**src/sv/edm_pkg.sv**
```systemverilog
package edm_pkg;

    localparam int COUNT_WIDTH = 32;
    localparam int DUTY_MAX    = 255;
    localparam int DUTY_W      = $clog2(DUTY_MAX + 1);
    localparam int OUT_DUTY_W  = 8;
    localparam int AVG_W       = 31;
    localparam int DIST_W      = 16;
    localparam int GAIN_W      = 10;
    localparam int ERR_ABS_W   = DIST_W;            // |left - right| fits 16 bits
    localparam int PROD_W      = ERR_ABS_W + GAIN_W;
    localparam int GAIN_SHIFT  = 12;                // 1/16 mm and Q8 gain
    localparam int MAG_W       = PROD_W - GAIN_SHIFT;
    localparam int CORR_W      = MAG_W + 3;         // signed duty arithmetic
    localparam int CFG_IDX_W   = 3;
    localparam int CFG_DATA_W  = 31;

    localparam logic [31:0] BRAKE_HOLD_MS = 32'd100;

    // phase codes
    localparam logic [1:0] PH_IDLE    = 2'd0;
    localparam logic [1:0] PH_MOVING  = 2'd1;
    localparam logic [1:0] PH_BRAKING = 2'd2;

    // status codes
    localparam logic [2:0] ST_IDLE     = 3'd0;
    localparam logic [2:0] ST_MOVING   = 3'd1;
    localparam logic [2:0] ST_BRAKING  = 3'd2;
    localparam logic [2:0] ST_REACHED  = 3'd3;
    localparam logic [2:0] ST_STOPPED  = 3'd4;
    localparam logic [2:0] ST_STALLED  = 3'd5;
    localparam logic [2:0] ST_OBSTACLE = 3'd6;

    // item opcodes
    localparam logic OP_START = 1'b0;
    localparam logic OP_TICK  = 1'b1;

    // register indexes
    localparam logic [CFG_IDX_W-1:0] REG_BASE_PWM      = 3'd0;
    localparam logic [CFG_IDX_W-1:0] REG_TARGET_PULSES = 3'd1;
    localparam logic [CFG_IDX_W-1:0] REG_STALL_TIMEOUT = 3'd2;
    localparam logic [CFG_IDX_W-1:0] REG_BUMP_DISTANCE = 3'd3;
    localparam logic [CFG_IDX_W-1:0] REG_WALL_WINDOW   = 3'd4;
    localparam logic [CFG_IDX_W-1:0] REG_CENTER_GAIN   = 3'd5;
    localparam logic [CFG_IDX_W-1:0] REG_IGNORE_CORR   = 3'd6;

    // register reset values
    localparam logic [15:0]       RST_STALL_TIMEOUT = 16'd300;
    localparam logic [14:0]       RST_BUMP_DISTANCE = 15'd448;
    localparam logic [14:0]       RST_WALL_WINDOW   = 15'd1920;
    localparam logic [GAIN_W-1:0] RST_CENTER_GAIN   = 10'd154;

    typedef struct packed {
        logic [7:0]        base_pwm;
        logic [AVG_W-1:0]  target_pulses;
        logic [15:0]       stall_timeout_ms;
        logic [14:0]       bump_distance;
        logic [14:0]       wall_window;
        logic [GAIN_W-1:0] centering_gain;
        logic              ignore_correction;
    } cfg_t;

    typedef struct packed {
        logic                     op;
        logic [31:0]              now_ms;
        logic [AVG_W-1:0]         avg;
        logic signed [DIST_W-1:0] front_dist;
        logic signed [DIST_W-1:0] left_dist;
        logic signed [DIST_W-1:0] right_dist;
        logic                     stop_request;
        logic                     err_neg;
        logic [MAG_W-1:0]         corr_mag;
    } item_t;

    typedef struct packed {
        logic [OUT_DUTY_W-1:0] right_a_duty;
        logic [OUT_DUTY_W-1:0] right_b_duty;
        logic [OUT_DUTY_W-1:0] left_a_duty;
        logic [OUT_DUTY_W-1:0] left_b_duty;
        logic [2:0]            status;
        logic [AVG_W-1:0]      average_count;
    } result_t;

    function automatic logic [DUTY_W-1:0] clamp_duty(input logic signed [CORR_W-1:0] v);
        logic [DUTY_W-1:0] r;
        if (v < 0) begin
            r = '0;
        end else if (v > $signed(CORR_W'(DUTY_MAX))) begin
            r = DUTY_W'(DUTY_MAX);
        end else begin
            r = v[DUTY_W-1:0];
        end
        return r;
    endfunction

endpackage

```
**src/sv/edm_prep.sv**
```systemverilog
module edm_prep
    import edm_pkg::*;
(
    input  logic                     aclk,
    input  logic                     aresetn,
    input  logic                     s_valid,
    output logic                     s_ready,
    input  logic                     s_op,
    input  logic [31:0]              s_now_ms,
    input  logic signed [31:0]       s_left_count,
    input  logic signed [31:0]       s_right_count,
    input  logic signed [DIST_W-1:0] s_front_dist,
    input  logic signed [DIST_W-1:0] s_left_dist,
    input  logic signed [DIST_W-1:0] s_right_dist,
    input  logic                     s_stop_request,
    input  logic [GAIN_W-1:0]        centering_gain,
    input  logic                     take,
    output logic                     item_valid,
    output item_t                    item
);

    logic                    valid_reg;
    item_t                   item_reg;
    item_t                   item_next;

    logic [COUNT_WIDTH-1:0]  lc;
    logic [COUNT_WIDTH-1:0]  rc;
    logic [COUNT_WIDTH-1:0]  abs_l;
    logic [COUNT_WIDTH-1:0]  abs_r;
    logic [COUNT_WIDTH:0]    sum;
    logic [31:0]             half32;
    logic signed [DIST_W:0]  err;
    logic [DIST_W:0]         err_abs;
    logic [PROD_W-1:0]       prod;

    assign s_ready = !valid_reg || take;

    always_comb begin
        lc      = s_left_count[COUNT_WIDTH-1:0];
        rc      = s_right_count[COUNT_WIDTH-1:0];
        abs_l   = lc[COUNT_WIDTH-1] ? (~lc) + COUNT_WIDTH'(1) : lc;
        abs_r   = rc[COUNT_WIDTH-1] ? (~rc) + COUNT_WIDTH'(1) : rc;
        sum     = {1'b0, abs_l} + {1'b0, abs_r};
        half32  = 32'(sum[COUNT_WIDTH:1]);

        err     = {s_left_dist[DIST_W-1], s_left_dist} - {s_right_dist[DIST_W-1], s_right_dist};
        err_abs = err[DIST_W] ? (~err) + (DIST_W+1)'(1) : err;
        prod    = err_abs[ERR_ABS_W-1:0] * centering_gain;

        item_next.op           = s_op;
        item_next.now_ms       = s_now_ms;
        item_next.avg          = half32[31] ? {AVG_W{1'b1}} : half32[AVG_W-1:0];
        item_next.front_dist   = s_front_dist;
        item_next.left_dist    = s_left_dist;
        item_next.right_dist   = s_right_dist;
        item_next.stop_request = s_stop_request;
        item_next.err_neg      = err[DIST_W];
        item_next.corr_mag     = prod[PROD_W-1:GAIN_SHIFT];
    end

    always_ff @(posedge aclk) begin
        if (!aresetn) begin
            valid_reg <= 1'b0;
        end else if (s_ready) begin
            valid_reg <= s_valid;
        end
    end

    always_ff @(posedge aclk) begin
        if (s_valid && s_ready) begin
            item_reg <= item_next;
        end
    end

    assign item_valid = valid_reg;
    assign item       = item_reg;

endmodule

```
**src/sv/edm_ctrl.sv**
```systemverilog
module edm_ctrl
    import edm_pkg::*;
(
    input  logic    aclk,
    input  logic    aresetn,
    input  cfg_t    cfg,
    input  logic    item_valid,
    input  item_t   item,
    output logic    take,
    output logic    m_valid,
    input  logic    m_ready,
    output result_t result
);

    logic [1:0]        phase_reg,      phase_next;
    logic [AVG_W-1:0]  prev_avg_reg,   prev_avg_next;
    logic [31:0]       last_motion_reg, last_motion_next;
    logic [31:0]       brake_start_reg, brake_start_next;
    logic              m_valid_reg;
    result_t           res_reg,        res_next;

    logic [DUTY_W-1:0] ra, rb, la, lb;
    logic [2:0]        st;
    logic [2:0]        endst;
    logic [31:0]       since_brake;
    logic [31:0]       since_motion;
    logic              rose;
    logic              near_front;
    logic              side_ok;
    logic signed [CORR_W-1:0] adj_mag;
    logic signed [CORR_W-1:0] adj;
    logic signed [CORR_W-1:0] base_s;
    logic [DUTY_W-1:0] r_corr;
    logic [DUTY_W-1:0] l_corr;
    logic [DUTY_W-1:0] base_d;

    assign take = item_valid && (!m_valid_reg || m_ready);

    always_comb begin
        since_brake  = item.now_ms - brake_start_reg;
        since_motion = item.now_ms - last_motion_reg;
        rose         = item.avg > prev_avg_reg;
        // distances count only when strictly positive
        near_front   = !item.front_dist[DIST_W-1] && (item.front_dist != '0) &&
                       (item.front_dist[14:0] < cfg.bump_distance);
        side_ok      = !cfg.ignore_correction &&
                       !item.left_dist[DIST_W-1] && (item.left_dist != '0) &&
                       (item.left_dist[14:0] < cfg.wall_window) &&
                       !item.right_dist[DIST_W-1] && (item.right_dist != '0) &&
                       (item.right_dist[14:0] < cfg.wall_window);

        adj_mag = CORR_W'(item.corr_mag);
        adj     = item.err_neg ? -adj_mag : adj_mag;
        base_s  = CORR_W'(cfg.base_pwm);
        r_corr  = clamp_duty(base_s + adj);
        l_corr  = clamp_duty(base_s - adj);
        base_d  = DUTY_W'(cfg.base_pwm);
    end

    always_comb begin
        phase_next       = phase_reg;
        prev_avg_next    = prev_avg_reg;
        last_motion_next = last_motion_reg;
        brake_start_next = brake_start_reg;
        ra    = '0;
        rb    = '0;
        la    = '0;
        lb    = '0;
        st    = ST_IDLE;
        endst = ST_IDLE;

        case (phase_reg)
            PH_MOVING: begin
                if (item.op == OP_START) begin
                    rb = base_d;
                    la = base_d;
                    st = ST_MOVING;
                end else begin
                    if (item.stop_request) begin
                        endst = ST_STOPPED;
                    end else begin
                        if (rose) begin
                            last_motion_next = item.now_ms;
                            prev_avg_next    = item.avg;
                        end else if (since_motion > 32'(cfg.stall_timeout_ms)) begin
                            endst = ST_STALLED;
                        end
                        if (endst == ST_IDLE && item.avg >= cfg.target_pulses) begin
                            endst = ST_REACHED;
                        end
                        if (endst == ST_IDLE && near_front) begin
                            endst = ST_OBSTACLE;
                        end
                    end

                    if (endst != ST_IDLE) begin
                        phase_next       = PH_BRAKING;
                        brake_start_next = item.now_ms;
                        ra = DUTY_W'(DUTY_MAX);
                        rb = DUTY_W'(DUTY_MAX);
                        la = DUTY_W'(DUTY_MAX);
                        lb = DUTY_W'(DUTY_MAX);
                        st = endst;
                    end else if (side_ok) begin
                        rb = r_corr;
                        la = l_corr;
                        st = ST_MOVING;
                    end else begin
                        rb = base_d;
                        la = base_d;
                        st = ST_MOVING;
                    end
                end
            end
            PH_BRAKING: begin
                if (item.op == OP_TICK && since_brake >= BRAKE_HOLD_MS) begin
                    phase_next = PH_IDLE;
                end else begin
                    ra = DUTY_W'(DUTY_MAX);
                    rb = DUTY_W'(DUTY_MAX);
                    la = DUTY_W'(DUTY_MAX);
                    lb = DUTY_W'(DUTY_MAX);
                    st = ST_BRAKING;
                end
            end
            default: begin
                // idle, and the unused code behaves as idle
                phase_next = PH_IDLE;
                if (item.op == OP_START) begin
                    phase_next       = PH_MOVING;
                    prev_avg_next    = '0;
                    last_motion_next = item.now_ms;
                    rb = base_d;
                    la = base_d;
                    st = ST_MOVING;
                end
            end
        endcase

        res_next.right_a_duty  = OUT_DUTY_W'(ra);
        res_next.right_b_duty  = OUT_DUTY_W'(rb);
        res_next.left_a_duty   = OUT_DUTY_W'(la);
        res_next.left_b_duty   = OUT_DUTY_W'(lb);
        res_next.status        = st;
        res_next.average_count = item.avg;
    end

    always_ff @(posedge aclk) begin
        if (!aresetn) begin
            phase_reg       <= PH_IDLE;
            prev_avg_reg    <= '0;
            last_motion_reg <= '0;
            brake_start_reg <= '0;
            m_valid_reg     <= 1'b0;
        end else begin
            if (take) begin
                phase_reg       <= phase_next;
                prev_avg_reg    <= prev_avg_next;
                last_motion_reg <= last_motion_next;
                brake_start_reg <= brake_start_next;
                m_valid_reg     <= 1'b1;
            end else if (m_ready) begin
                m_valid_reg     <= 1'b0;
            end
        end
    end

    always_ff @(posedge aclk) begin
        if (take) begin
            res_reg <= res_next;
        end
    end

    assign m_valid = m_valid_reg;
    assign result  = res_reg;

endmodule

```
**src/sv/encoder_distance_move_controller.sv**
```systemverilog
// A result passes the input register, then the result register, after its input
// transfer; one item is taken every cycle when results drain.
// Throughput: 1 item/cycle when results drain; the multiply sits before the input register, the compares after it.
// Reset (aresetn low, synchronous): phase idle, timers and previous average cleared,
// registers at defaults (timeout 300, bump 448, window 1920, gain 154).
module encoder_distance_move_controller
    import edm_pkg::*;
(
    input  logic                        aclk,
    input  logic                        aresetn,
    input  logic                        cfg_wr_en,
    input  logic [CFG_IDX_W-1:0]        cfg_index,
    input  logic [CFG_DATA_W-1:0]       cfg_data,
    input  logic                        s_valid,
    output logic                        s_ready,
    input  logic                        s_op,
    input  logic [31:0]                 s_now_ms,
    input  logic signed [31:0]          s_left_count,
    input  logic signed [31:0]          s_right_count,
    input  logic signed [DIST_W-1:0]    s_front_dist,
    input  logic signed [DIST_W-1:0]    s_left_dist,
    input  logic signed [DIST_W-1:0]    s_right_dist,
    input  logic                        s_stop_request,
    output logic                        m_valid,
    input  logic                        m_ready,
    output logic [OUT_DUTY_W-1:0]       m_right_a_duty,
    output logic [OUT_DUTY_W-1:0]       m_right_b_duty,
    output logic [OUT_DUTY_W-1:0]       m_left_a_duty,
    output logic [OUT_DUTY_W-1:0]       m_left_b_duty,
    output logic [2:0]                  m_status,
    output logic [AVG_W-1:0]            m_average_count
);

    cfg_t    cfg_reg;
    logic    take;
    logic    item_valid;
    item_t   item;
    result_t result;

    always_ff @(posedge aclk) begin
        if (!aresetn) begin
            cfg_reg.base_pwm          <= '0;
            cfg_reg.target_pulses     <= '0;
            cfg_reg.stall_timeout_ms  <= RST_STALL_TIMEOUT;
            cfg_reg.bump_distance     <= RST_BUMP_DISTANCE;
            cfg_reg.wall_window       <= RST_WALL_WINDOW;
            cfg_reg.centering_gain    <= RST_CENTER_GAIN;
            cfg_reg.ignore_correction <= 1'b0;
        end else if (cfg_wr_en) begin
            case (cfg_index)
                REG_BASE_PWM:      cfg_reg.base_pwm          <= cfg_data[7:0];
                REG_TARGET_PULSES: cfg_reg.target_pulses     <= cfg_data[AVG_W-1:0];
                REG_STALL_TIMEOUT: cfg_reg.stall_timeout_ms  <= cfg_data[15:0];
                REG_BUMP_DISTANCE: cfg_reg.bump_distance     <= cfg_data[14:0];
                REG_WALL_WINDOW:   cfg_reg.wall_window       <= cfg_data[14:0];
                REG_CENTER_GAIN:   cfg_reg.centering_gain    <= cfg_data[GAIN_W-1:0];
                REG_IGNORE_CORR:   cfg_reg.ignore_correction <= cfg_data[0];
                default: ;
            endcase
        end
    end

    edm_prep u_prep (
        .aclk           (aclk),
        .aresetn        (aresetn),
        .s_valid        (s_valid),
        .s_ready        (s_ready),
        .s_op           (s_op),
        .s_now_ms       (s_now_ms),
        .s_left_count   (s_left_count),
        .s_right_count  (s_right_count),
        .s_front_dist   (s_front_dist),
        .s_left_dist    (s_left_dist),
        .s_right_dist   (s_right_dist),
        .s_stop_request (s_stop_request),
        .centering_gain (cfg_reg.centering_gain),
        .take           (take),
        .item_valid     (item_valid),
        .item           (item)
    );

    edm_ctrl u_ctrl (
        .aclk       (aclk),
        .aresetn    (aresetn),
        .cfg        (cfg_reg),
        .item_valid (item_valid),
        .item       (item),
        .take       (take),
        .m_valid    (m_valid),
        .m_ready    (m_ready),
        .result     (result)
    );

    assign m_right_a_duty  = result.right_a_duty;
    assign m_right_b_duty  = result.right_b_duty;
    assign m_left_a_duty   = result.left_a_duty;
    assign m_left_b_duty   = result.left_b_duty;
    assign m_status        = result.status;
    assign m_average_count = result.average_count;

endmodule

```
**config.mk**
```make
export PLATFORM = sky130hd
export DESIGN_NAME = encoder_distance_move_controller
export DESIGN_NICKNAME = d
export VERILOG_FILES = /design/src/sv/edm_pkg.sv /design/src/sv/edm_prep.sv /design/src/sv/edm_ctrl.sv /design/src/sv/encoder_distance_move_controller.sv
export SDC_FILE = /design/constraint.sdc
export NUM_CORES = 1
export LEC_CHECK = 0
export ABC_AREA = 0
export BUFFER_PORTS_ARGS = -buffer_cell sky130_fd_sc_hd__buf_2
export CAP_MARGIN = 15
export CELL_PAD_IN_SITES_DETAIL_PLACEMENT = 0
export CELL_PAD_IN_SITES_GLOBAL_PLACEMENT = 2
export CORE_MARGIN = 1
export CORE_UTILIZATION = 30
export CTS_CLUSTER_SIZE = 24
export DETAILED_ROUTE_END_ITERATION = 10
export PLACE_DENSITY_LB_ADDON = 0.15
export RECOVER_POWER = 50
export SLEW_MARGIN = 20
export SYNTH_ARGS = -nofsm -noshare
export SYNTH_HDL_FRONTEND = slang
export SYNTH_HIERARCHICAL = 1
export SYNTH_SLANG_ARGS = --single-unit
export TNS_END_PERCENT = 100
```
**constraint.sdc**
```tcl
create_clock -name aclk -period 8 [get_ports aclk]
set_clock_uncertainty 0.2 [all_clocks]
set_input_delay 0.4 -clock aclk [delete_from_list [all_inputs] [get_ports aclk]]
set_output_delay 0.4 -clock aclk [all_outputs]
set_load 0.03 [all_outputs]
```
== Yosys cells after proc, flatten, opt, wreduce, memory -nomap -nowiden ==
Index checks and enable logic that the tools add are counted.

* Output and inout port bits: 68
* Bits of input ports: 185
* Word-level logic and storage cells: 162
* Register bits after elaboration: 381

* Multiplexer cells: 56
* Bitwise operators: 4
* Reductions and logical operators: 39
* Magnitude comparators: 11
* Multiply operators: 1
* $add $sub $neg: 10
* Equal/unequal tests: 14

{| class="wikitable"
|+ Operators by type and width
! operator !! number
|-
| $mux 32 || 6
|-
| $mux 31 || 4
|-
| $mux 8 || 14
|-
| $add 32x1->32 const B || 2
|-
| $not 32->32 || 2
|-
| $pmux 32 s2 || 1
|-
| $sub 32x32->32 || 2
|-
| $pmux 31 s2 || 1
|-
| $pmux 8 s2 || 3
|-
| $reduce_bool 16->1 || 3
|-
| $lt 15x15->1 || 3
|-
| $mux 3 || 15
|-
| $gt 17x9->1 const B || 2
|-
| $lt 17x1->1 const B || 2
|-
| $add 32x32->33 || 1
|-
| $ge 32x7->1 const B || 1
|-
| $gt 32x16->1 || 1
|-
| $ge 31x31->1 || 1
|-
| $gt 31x31->1 || 1
|-
| $mul 16x10->26 || 1
|-
| $add 9x17->17 || 1
|-
| $mux 17 || 1
|-
| $neg 14->17 || 1
|-
| $sub 16x16->17 || 1
|-
| other kinds (25) || 65
|}

== Logic depth before layout (Yosys ltp) ==
Gate-level depths: netlist (run 1).

* Word-level depth: 23
* Gate-level depth with buffers: 33
* Depth with buffers taken out: 33

== Hierarchy ==
The synthesis (run 1) kept the hierarchy.

{| class="wikitable"
|+ By module, submodules not included
! module !! instances !! area each (um2) !! sequential area each (um2) !! cells each
|-
| edm_ctrl || 1 || 14908.0 || 3493.4 || 1871
|-
| edm_prep || 1 || 13151.4 || 3863.7 || 1343
|-
| encoder_distance_move_controller || 1 || 3744.8 || 1921.8 || 370
|}

== Worst setup path before layout (run 1) ==
Ideal clock, no wire load.

* Kind: input port to flip-flop
* Start: input port s_left_dist[0]
* End: register u_prep.item_reg, in the netlist u_prep/item[13] (data pin)
* Buffers on the path: 0
* Stages: 31
* Library setup time: 0.136 ns
* Slack: -0.289 ns
* Data required time: 7.664 ns
* Data arrival time: 7.953 ns
* Cell sequence: inv_1 > ha_1 > inv_1 > fa_1 > a211oi_1 > o21ai_0 > a21o_1 > a21oi_1 > xnor2_1 > nor3b_1 > a31oi_1 > xnor2_1 > nand2_1 > fa_1 > inv_1 > fa_1 > fa_1 > fa_1 > inv_1 > fa_1 > inv_1 > ha_1 > a21o_1 > a21oi_1 > o21ai_0 > a21oi_1 > inv_1 > a221oi_1 > o21ai_0 > or4_1 > nand3_1

{| class="wikitable"
|+ RTL lines
! item !! RTL line !! source
|-
| from (decl) || encoder_distance_move_controller.sv:21 || <nowiki>input logic signed [DIST_W-1:0] s_left_dist,</nowiki>
|-
| to (signal assigned) || edm_prep.sv:71 || <nowiki>item_reg <= item_next;</nowiki>
|-
| to (decl) || edm_prep.sv:23 || <nowiki>item_t item_reg;</nowiki>
|}

==> impl_results.html, run 1 <==
<table>
<tr><th>Metric</th><th>Value</th></tr>
<tr><th colspan="2">Floorplan</th></tr>
<tr><td>Total die area</td><td>107000 um^2</td></tr>
<tr><td>Initial Utilization</td><td>30.2%</td></tr>
<tr><td>Die H</td><td>328 um</td></tr>
<tr><td>Chip Width</td><td>328 um</td></tr>
<tr><td>Placeable core region</td><td>105000 um^2</td></tr>
<tr><td>I/O pin cnt</td><td>253</td></tr>
<tr><td>Site row count</td><td>119</td></tr>
<tr><th colspan="2">Drt</th></tr>
<tr><td>DRC viols</td><td>0</td></tr>
<tr><td>Number of nets still failing antenna checks after routing</td><td>0</td></tr>
<tr><td>DR WL/cell</td><td>19.5 um</td></tr>
<tr><td>Detail-routed via count per cell</td><td>4.98</td></tr>
<tr><td>Starting DRT DRC Count</td><td>1638</td></tr>
<tr><td>Vias post-DR</td><td>27.1k</td></tr>
<tr><td>Wire length after detailed routing</td><td>106000 um</td></tr>
<tr><td>First-pass iteration count of the detailed router</td><td>5</td></tr>
<tr><th colspan="2">Clock tree</th></tr>
<tr><td>Clock tree from TritonCTS</td><td>yes</td></tr>
<tr><td>Deepest level of the CTS H-tree</td><td>2</td></tr>
<tr><td>Clock tree buffer depth</td><td>3</td></tr>
<tr><td>Cell at the root of the clock tree</td><td>clkbuf_16</td></tr>
<tr><td>Worst-path clk slew</td><td>0.06 ns</td></tr>
<tr><td>Number of buffers added by the clock tree synthesis step</td><td>48</td></tr>
<tr><td>Later-pin clock latency in the skew report</td><td>0.65 ns</td></tr>
<tr><td>Count of clock tree sinks</td><td>374</td></tr>
<tr><th colspan="2">Timing</th></tr>
<tr><td>Final critical path time including I/O delays and setup</td><td>7.64 ns</td></tr>
<tr><td>Fin Hold WS</td><td>0.0445 ns</td></tr>
<tr><td>Slew at the pin closest to its max-slew limit</td><td>3.41 ns</td></tr>
<tr><td>Final TNS setup</td><td>0 ns</td></tr>
<tr><td>Ratio of final minimum period to clock period</td><td>95.5%</td></tr>
<tr><td>Fin. max-slew vios</td><td>217</td></tr>
<tr><td>Peak Freq</td><td>131 MHz</td></tr>
<tr><td>Slew HR</td><td>-127%</td></tr>
<tr><td>Setup violation total in the final timing report</td><td>0</td></tr>
<tr><td>Total count of hold-check failures in the final report</td><td>0</td></tr>
<tr><th colspan="2">Worst setup path</th></tr>
<tr><td>Terminus of the critical flop-to-flop path</td><td>u_ctrl/result[49]</td></tr>
<tr><td>Reg-to-reg critical path startpoint</td><td>u_prep/item[96]</td></tr>
<tr><td>Worst setup slack for register-to-register paths</td><td>1.35 ns</td></tr>
<tr><td>CP Class</td><td>in -&gt; reg</td></tr>
<tr><td>Slowest cell on the critical path</td><td>dlygate4sd3_1</td></tr>
<tr><td>Path depth of the worst reg2reg path</td><td>19</td></tr>
<tr><td>Required @ worst endpoint</td><td>8.30 ns</td></tr>
<tr><td>Highest cell delay on the worst timing path</td><td>0.53 ns</td></tr>
<tr><td>Library cell appearing most often on the critical path</td><td>inv_1</td></tr>
<tr><td>Kind of start point of the critical path</td><td>input pin</td></tr>
<tr><td>Signal arrival time at the worst endpoint</td><td>7.93 ns</td></tr>
<tr><td>Endpoint kind of the worst setup timing path</td><td>flip-flop</td></tr>
<tr><td>Crit-path leading delay family</td><td>adder cells</td></tr>
<tr><td>Crit path buffers/inverters</td><td>10</td></tr>
<tr><td>Critical-path maximum fanout</td><td>4</td></tr>
<tr><th colspan="2">Synthesis</th></tr>
<tr><td>Gate count of the mapped netlist</td><td>3584</td></tr>
<tr><td>Share of synthesized flip-flops with an asynchronous set or reset</td><td>0%</td></tr>
<tr><td>Fraction of the yosys area taken by sequential cells</td><td>29.2%</td></tr>
<tr><td>Number of warnings issued by yosys</td><td>6</td></tr>
<tr><td>Number of enable-type register cells in the synthesized netlist</td><td>179</td></tr>
<tr><td>Post-Syn Area</td><td>31800 um^2</td></tr>
<tr><td>Number of synthesized register bits</td><td>374</td></tr>
<tr><td>Post-Syn Area per Cell</td><td>8.87 um^2</td></tr>
<tr><td>Cells taking the most area after synthesis</td><td>edfxtp_1 17%, ha_1 12%, dfxtp_1 12%</td></tr>
<tr><td>Net count after synthesis</td><td>4197</td></tr>
<tr><td>Count of unique library cells instantiated by Yosys</td><td>101</td></tr>
<tr><td>Leading area contributor after synthesis</td><td>edfxtp_1</td></tr>
<tr><td>Top post-synthesis cells by count</td><td>380 x nand2_1, 373 x inv_1, 313 x ha_1</td></tr>
<tr><td>Leading cell type by number of instances after synthesis</td><td>nand2_1</td></tr>
<tr><td>Fraction of synthesized cell area taken by the top area cell type</td><td>16.9%</td></tr>
<tr><td>Main flop type after synthesis</td><td>dfxtp_1</td></tr>
<tr><th colspan="2">Global routing</th></tr>
<tr><td>Total global routing overflow</td><td>0</td></tr>
<tr><td>Wire length of the first global-routing pass</td><td>164000 um</td></tr>
<tr><td>Largest net degree at the start of global routing</td><td>76</td></tr>
<tr><td>Antenna violations before repair</td><td>9</td></tr>
<tr><td>Via count of the first global-routing pass</td><td>27.3k</td></tr>
<tr><td>Gr usage total</td><td>19.6%</td></tr>
<tr><th colspan="2">Final layout</th></tr>
<tr><td>Final cell count without fillers</td><td>5436</td></tr>
<tr><td>Number of nets in the finished design</td><td>4617</td></tr>
<tr><td>Area of the multi-input gates</td><td>20700 um^2</td></tr>
<tr><td>Area Growth Syn to Fin</td><td>20.4%</td></tr>
<tr><td>Post-layout utilization of the core</td><td>36.4%</td></tr>
<tr><td>Number of flip-flops under the largest register name</td><td>128</td></tr>
<tr><td>Fill cell count</td><td>11.1k</td></tr>
<tr><td>Proportion of layout cells with a drive suffix above 1</td><td>12.2%</td></tr>
<tr><td>Sequential cell area</td><td>9280 um^2</td></tr>
<tr><th colspan="2">Power</th></tr>
<tr><td>Worst-case vdd ir drop</td><td>0.409 mV</td></tr>
<tr><td>Power Internal</td><td>6700 uW</td></tr>
<tr><td>Sw power</td><td>4540 uW</td></tr>
<tr><td>Power density over the cells</td><td>294 nW/um^2</td></tr>
<tr><td>Switching power share of the total</td><td>40.4%</td></tr>
<tr><td>Overall power after layout</td><td>11200 uW</td></tr>
<tr><td>Combinational group share of total power</td><td>56.8%</td></tr>
<tr><td>Power share of the clock group</td><td>20.8%</td></tr>
<tr><td>Pleak</td><td>0.0159 uW</td></tr>
<tr><td>Fraction of power consumed by sequential logic</td><td>22.5%</td></tr>
<tr><th colspan="2">Status</th></tr>
<tr><td>Violations in the final reports</td><td>max-capacitance violations, max-slew violations</td></tr>
<tr><td>Status</td><td>complete, but fails checks</td></tr>
<tr><th colspan="2">Min path</th></tr>
<tr><td>Number of stages on the worst hold path</td><td>3</td></tr>
<tr><td>Worst hold path class</td><td>in -&gt; reg</td></tr>
<tr><td>Worst Hold Path EP</td><td>cfg_reg[24]</td></tr>
<tr><td>Startpoint of the lowest-slack hold path</td><td>cfg_data[13]</td></tr>
<tr><th colspan="2">Placed design</th></tr>
<tr><td>Placed Cells incl. Taps</td><td>5225</td></tr>
<tr><td>Final HPWL DP</td><td>83800 um</td></tr>
<tr><td>Weighted congestion reported at the end of routability-driven placement</td><td>0.840</td></tr>
<tr><td>Number of buffers added on ports</td><td>252</td></tr>
<tr><th colspan="2">Run</th></tr>
<tr><td>Max-capacitance violation count</td><td>4</td></tr>
</table>
[worst min-delay path, delay by kind of cell]
| family | cells | cell delay, ns |
|---|---|---|
| buffers and inverters | 1 | 0.12 |
| AND/OR/NAND/NOR | 1 | 0.22 |
| multiplexers | 1 | 0.10 |
[worst max-delay path by stage]
stage	startpoint	to	cells past startpoint
2_1_floorplan	s_left_dist[0]	u_prep/item[13]	31
3_3_place_gp	s_left_dist[0]	u_prep/item[13]	32
3_5_place_dp	s_left_dist[0]	u_prep/item[13]	35
4_1_cts	s_right_dist[10]	u_prep/item[13]	31
5_1_grt	s_right_dist[9]	u_prep/item[6]	34
6_report	s_right_dist[8]	u_prep/item[13]	33
[logic make-up (layout without fill, tap and decap cells)]
group,Yosys count,in the layout,synth area share (%)
muxes,164,164,5.20
buffers and inverters,539,999,6.79
AOI/OAI and AO/OA,874,874,18.4
DFF,374,374,29.2
and+or+nand+nor,1034,1034,16.1
adders and majority gates,428,428,19.6
xor gates and xnor gates,171,171,4.73
other,0,1,0
[final cells by class]
class | count | share of cell area (%)
Timing Repair Buffer | 534 | 9.18
Antenna cell | 1 | 0.00653
Multi-Input combinational cell | 2671 | 53.9
Inverter | 375 | 3.68
Clock inverter | 33 | 1.08
Tap cell | 1391 | 4.54
Sequential cell | 374 | 24.2
Clock buffer | 57 | 3.33
[repair_timing]
action | 4_1_cts | 5_1_grt
gates resized for setup | 0 | 35
hold buffers | 115 | 0
setup buffers | 0 | 5
endpoints found under the setup margin | 0 | 10
endpoints found under the hold margin | 132 | 0
[power by group through the flow]
stage	clock network (uW)	registers [uW]	logic, uW
CTS	2410	2530	6270
finish	2330	2530	6390
detailed placement	0	2570	6180
global route	2470	2550	7340
global placement	0	2570	6190
floorplan	0	2520	4070
[cells in the final DEF, fill, tap and decap left out, drive strengths merged, types with 12 or more instances in the layout]
| master | netlist | layout |
|---|---|---|
| a211oi | 24 | 24 |
| a21boi | 14 | 14 |
| a21o | 70 | 70 |
| a21oi | 240 | 240 |
| a22oi | 40 | 40 |
| a31oi | 31 | 31 |
| and2 | 56 | 56 |
| and3 | 14 | 14 |
| buf | 52 | 303 |
| clkbuf | 112 | 173 |
| clkinv | 2 | 22 |
| dfxtp | 195 | 195 |
| dlygate4sd3 | 0 | 115 |
| edfxtp | 179 | 179 |
| fa | 115 | 115 |
| ha | 313 | 313 |
| inv | 373 | 375 |
| mux2i | 155 | 155 |
| nand2 | 380 | 380 |
| nand2b | 42 | 42 |
| nand3 | 42 | 42 |
| nand4 | 44 | 44 |
| nor2 | 205 | 205 |
| nor2b | 59 | 59 |
| nor3 | 49 | 49 |
| nor4 | 32 | 32 |
| o2111ai | 37 | 37 |
| o211ai | 56 | 56 |
| o21a | 39 | 39 |
| o21ai | 146 | 146 |
| o21bai | 14 | 14 |
| o22ai | 12 | 12 |
| o31ai | 38 | 38 |
| or2 | 18 | 18 |
| or3 | 26 | 26 |
| or4 | 21 | 21 |
| xnor2 | 136 | 136 |
| xor2 | 35 | 35 |
[metrics by stage]
stage / instance area [um^2] / setup WS, ns
6_report: 38300 / 0.362
2_1_floorplan: 31800 / 0.00498
3_3_place_gp: 35400 / -0.343
3_5_place_dp: 35400 / -0.423
4_1_cts: 38200 / 0.0336
5_1_grt: 38300 / -0.0278
[routing by layer]
metal	vias up	GRT usage (%)	share of wire [%]
met5	-	0	0.065
met4	12	4.48	2.1
met3	113	2.81	3.7
met2	473	30.6	44
met1	12900	28.3	50
li1	13600	-	-
Power figures use the tool's default switching activity.
==> run 2: changes to the inputs <==
- CORE_MARGIN: 1 -> 2
- clock period: 8 -> 9.85 ns (I/O delays scaled with it)
==> impl_results.html, run 2 (same netlist as run 1, synthesis figures left out) <==
<table>
<tr><th>Metric</th><th>Value</th></tr>
<tr><th colspan="2">Placed design</th></tr>
<tr><td>Weighted congestion reported at the end of routability-driven placement</td><td>0.828</td></tr>
<tr><td>Worst setup slack before clock tree synthesis</td><td>0.523 ns</td></tr>
<tr><td>Placed Cells incl. Taps</td><td>5100</td></tr>
<tr><td>Final HPWL DP</td><td>82000 um</td></tr>
<tr><td>Number of buffers added on ports</td><td>252</td></tr>
<tr><th colspan="2">Worst setup path</th></tr>
<tr><td>Kind of start point of the critical path</td><td>input pin</td></tr>
<tr><td>Highest cell delay on the worst timing path</td><td>0.60 ns</td></tr>
<tr><td>Required @ worst endpoint</td><td>10.13 ns</td></tr>
<tr><td>CP Class</td><td>in -&gt; reg</td></tr>
<tr><td>Slowest cell on the critical path</td><td>fa_1</td></tr>
<tr><td>Endpoint kind of the worst setup timing path</td><td>flip-flop</td></tr>
<tr><td>Library cell appearing most often on the critical path</td><td>fa_1</td></tr>
<tr><td>Signal arrival time at the worst endpoint</td><td>9.32 ns</td></tr>
<tr><td>Critical-path maximum fanout</td><td>8</td></tr>
<tr><th colspan="2">Timing</th></tr>
<tr><td>Final critical path time including I/O delays and setup</td><td>9.04 ns</td></tr>
<tr><td>Slew HR</td><td>-212%</td></tr>
<tr><td>Setup repair after global routing missed its margin</td><td>no</td></tr>
<tr><td>Total count of hold-check failures in the final report</td><td>0</td></tr>
<tr><td>Setup violation total in the final timing report</td><td>0</td></tr>
<tr><td>Ratio of final minimum period to clock period</td><td>91.8%</td></tr>
<tr><td>Peak Freq</td><td>111 MHz</td></tr>
<tr><td>Fin Hold WS</td><td>0.0666 ns</td></tr>
<tr><td>Worst Slack Setup Final</td><td>0.812 ns</td></tr>
<tr><td>Slew at the pin closest to its max-slew limit</td><td>4.64 ns</td></tr>
<tr><td>Fin. max-slew vios</td><td>274</td></tr>
<tr><td>Final TNS setup</td><td>0 ns</td></tr>
<tr><th colspan="2">Drt</th></tr>
<tr><td>DR WL/cell</td><td>19.8 um</td></tr>
<tr><td>Routed wire length on met2</td><td>46200 um</td></tr>
<tr><td>Detail-routed via count per cell</td><td>5.01</td></tr>
<tr><td>Uppermost routed layer</td><td>met5</td></tr>
<tr><td>First-pass iteration count of the detailed router</td><td>5</td></tr>
<tr><td>Starting DRT DRC Count</td><td>1448</td></tr>
<tr><td>Met1 layer wirelength in the final routing</td><td>52400 um</td></tr>
<tr><td>Met3 routed wirelength</td><td>4330 um</td></tr>
<tr><td>Vias post-DR</td><td>26.5k</td></tr>
<tr><td>Number of nets still failing antenna checks after routing</td><td>0</td></tr>
<tr><td>Wire length after detailed routing</td><td>105000 um</td></tr>
<tr><td>DRC viols</td><td>0</td></tr>
<tr><th colspan="2">Clock tree</th></tr>
<tr><td>Later-pin clock latency in the skew report</td><td>0.63 ns</td></tr>
<tr><td>Clock tree buffer depth</td><td>3</td></tr>
<tr><td>Cell at the root of the clock tree</td><td>clkbuf_16</td></tr>
<tr><td>Count of clock tree sinks</td><td>374</td></tr>
<tr><td>Post CTS Setup Buffer Count</td><td>0</td></tr>
<tr><td>Number of buffers added by the clock tree synthesis step</td><td>49</td></tr>
<tr><td>Deepest level of the CTS H-tree</td><td>2</td></tr>
<tr><td>Worst-path clk slew</td><td>0.06 ns</td></tr>
<tr><td>Clock tree from TritonCTS</td><td>yes</td></tr>
<tr><th colspan="2">Global routing</th></tr>
<tr><td>Via count of the first global-routing pass</td><td>26.7k</td></tr>
<tr><td>Gr usage total</td><td>19.1%</td></tr>
<tr><td>Antenna violations before repair</td><td>8</td></tr>
<tr><td>Total global routing overflow</td><td>0</td></tr>
<tr><td>Largest net degree at the start of global routing</td><td>64</td></tr>
<tr><td>Wire length of the first global-routing pass</td><td>161000 um</td></tr>
<tr><th colspan="2">Power</th></tr>
<tr><td>Overall power after layout</td><td>8440 uW</td></tr>
<tr><td>Worst-case vdd ir drop</td><td>0.272 mV</td></tr>
<tr><td>Power density over the cells</td><td>227 nW/um^2</td></tr>
<tr><td>Pleak</td><td>0.0152 uW</td></tr>
<tr><th colspan="2">Final layout</th></tr>
<tr><td>Final cell count without fillers</td><td>5302</td></tr>
<tr><td>Most frequent cells in the layout</td><td>380 x nand2_1, 373 x inv_1, 313 x ha_1, 238 x a21oi_1, 204 x nor2_1</td></tr>
<tr><td>Area Growth Syn to Fin</td><td>16.6%</td></tr>
<tr><td>Number of nets in the finished design</td><td>4482</td></tr>
<tr><td>Number of flip-flops under the largest register name</td><td>128</td></tr>
<tr><td>Proportion of layout cells with a drive suffix above 1</td><td>8.42%</td></tr>
<tr><td>Fill cell count</td><td>11.1k</td></tr>
<tr><td>Most frequent standard cell in the layout excluding fill and tap cells</td><td>nand2_1</td></tr>
<tr><th colspan="2">Status</th></tr>
<tr><td>Status</td><td>complete, but fails checks</td></tr>
<tr><td>Violations in the final reports</td><td>max-capacitance violations, max-slew violations</td></tr>
<tr><th colspan="2">Floorplan</th></tr>
<tr><td>Total die area</td><td>109000 um^2</td></tr>
<tr><td>Placeable core region</td><td>105000 um^2</td></tr>
<tr><td>Site row count</td><td>119</td></tr>
<tr><td>I/O pin cnt</td><td>253</td></tr>
<tr><td>Chip Width</td><td>330 um</td></tr>
<tr><td>Initial Utilization</td><td>30.2%</td></tr>
<tr><td>Die H</td><td>330 um</td></tr>
<tr><th colspan="2">Run</th></tr>
<tr><td>Max-capacitance violation count</td><td>7</td></tr>
<tr><th colspan="2">Min path</th></tr>
<tr><td>Worst hold path class</td><td>in -&gt; reg</td></tr>
</table>
-- run 2: changes by cell type in the layout (fill, tap and decap cells not counted), moves of 6 or more --
cell and delta:
clkbuf_1 +6, xnor2_2 -9, dlygate4sd3_1 -6, buf_4 -123, buf_2 -10, xnor2_1 +9
-- run 2: final cells by class --
| cell class | count | area (um^2) | area share, % |
|---|---|---|---|
| multi-input combinational | 2671 | 20400 | 55.1 |
| sequential | 374 | 9280 | 25.0 |
| timing repair buffer | 398 | 2470 | 6.66 |
| tap | 1391 | 1740 | 4.69 |
| inverter | 375 | 1410 | 3.80 |
| clock buffer | 56 | 1310 | 3.52 |
| clock inverter | 35 | 460 | 1.24 |
| antenna | 2 | 5.00 | 0.0135 |
-- run 2: metrics by stage --
step	utilization, %	area (um^2)
floorplan	-	31800
global placement	32.7	34400
detailed placement	32.7	34400
CTS	35.4	37300
global route	35.2	37100
finish	35.2	37100
-- run 2: routing by layer --
metal,track usage [%],vias to the layer above
met5,0,-
met4,3.64,10
met3,2.78,90
met2,30.3,521
met1,27.5,12600
li1,-,13300
-- run 2: worst max-delay path: cells and delay by family --
kind / cells / cell delay, ns
fa+ha+maj: 8 / 3.57
compound gates: 12 / 3.05
buf+inv: 7 / 0.91
simple gates: 3 / 0.74
xor+xnor: 1 / 0.55
-- run 2: power breakdown --
part | internal, uW | switching (uW)
Sequential | 1900 | 140
Combinational | 1820 | 2600
Clock | 1200 | 777
-- run 2: final timing paths --
check / startpoint / endpoint / slack, ns / cells past startpoint
setup / recovery: s_left_dist[0] / u_prep/item[13] / 0.81 / 31
hold / removal: cfg_data[15] / cfg_reg[56] / 0.07 / 3
setup reg to reg: u_prep/item_valid / u_prep/item[78] / 2.84 / 4
hold reg to reg: cfg_reg[83] / cfg_reg[83] / 0.25 / 2
-- run 2: timing repair --
| item | CTS | global route |
|---|---|---|
| hold endpoints to repair | 115 | 0 |
| endpoints found under the setup margin | 0 | 2 |
| hold buffers | 109 | 0 |
| resized for setup | 0 | 2 |
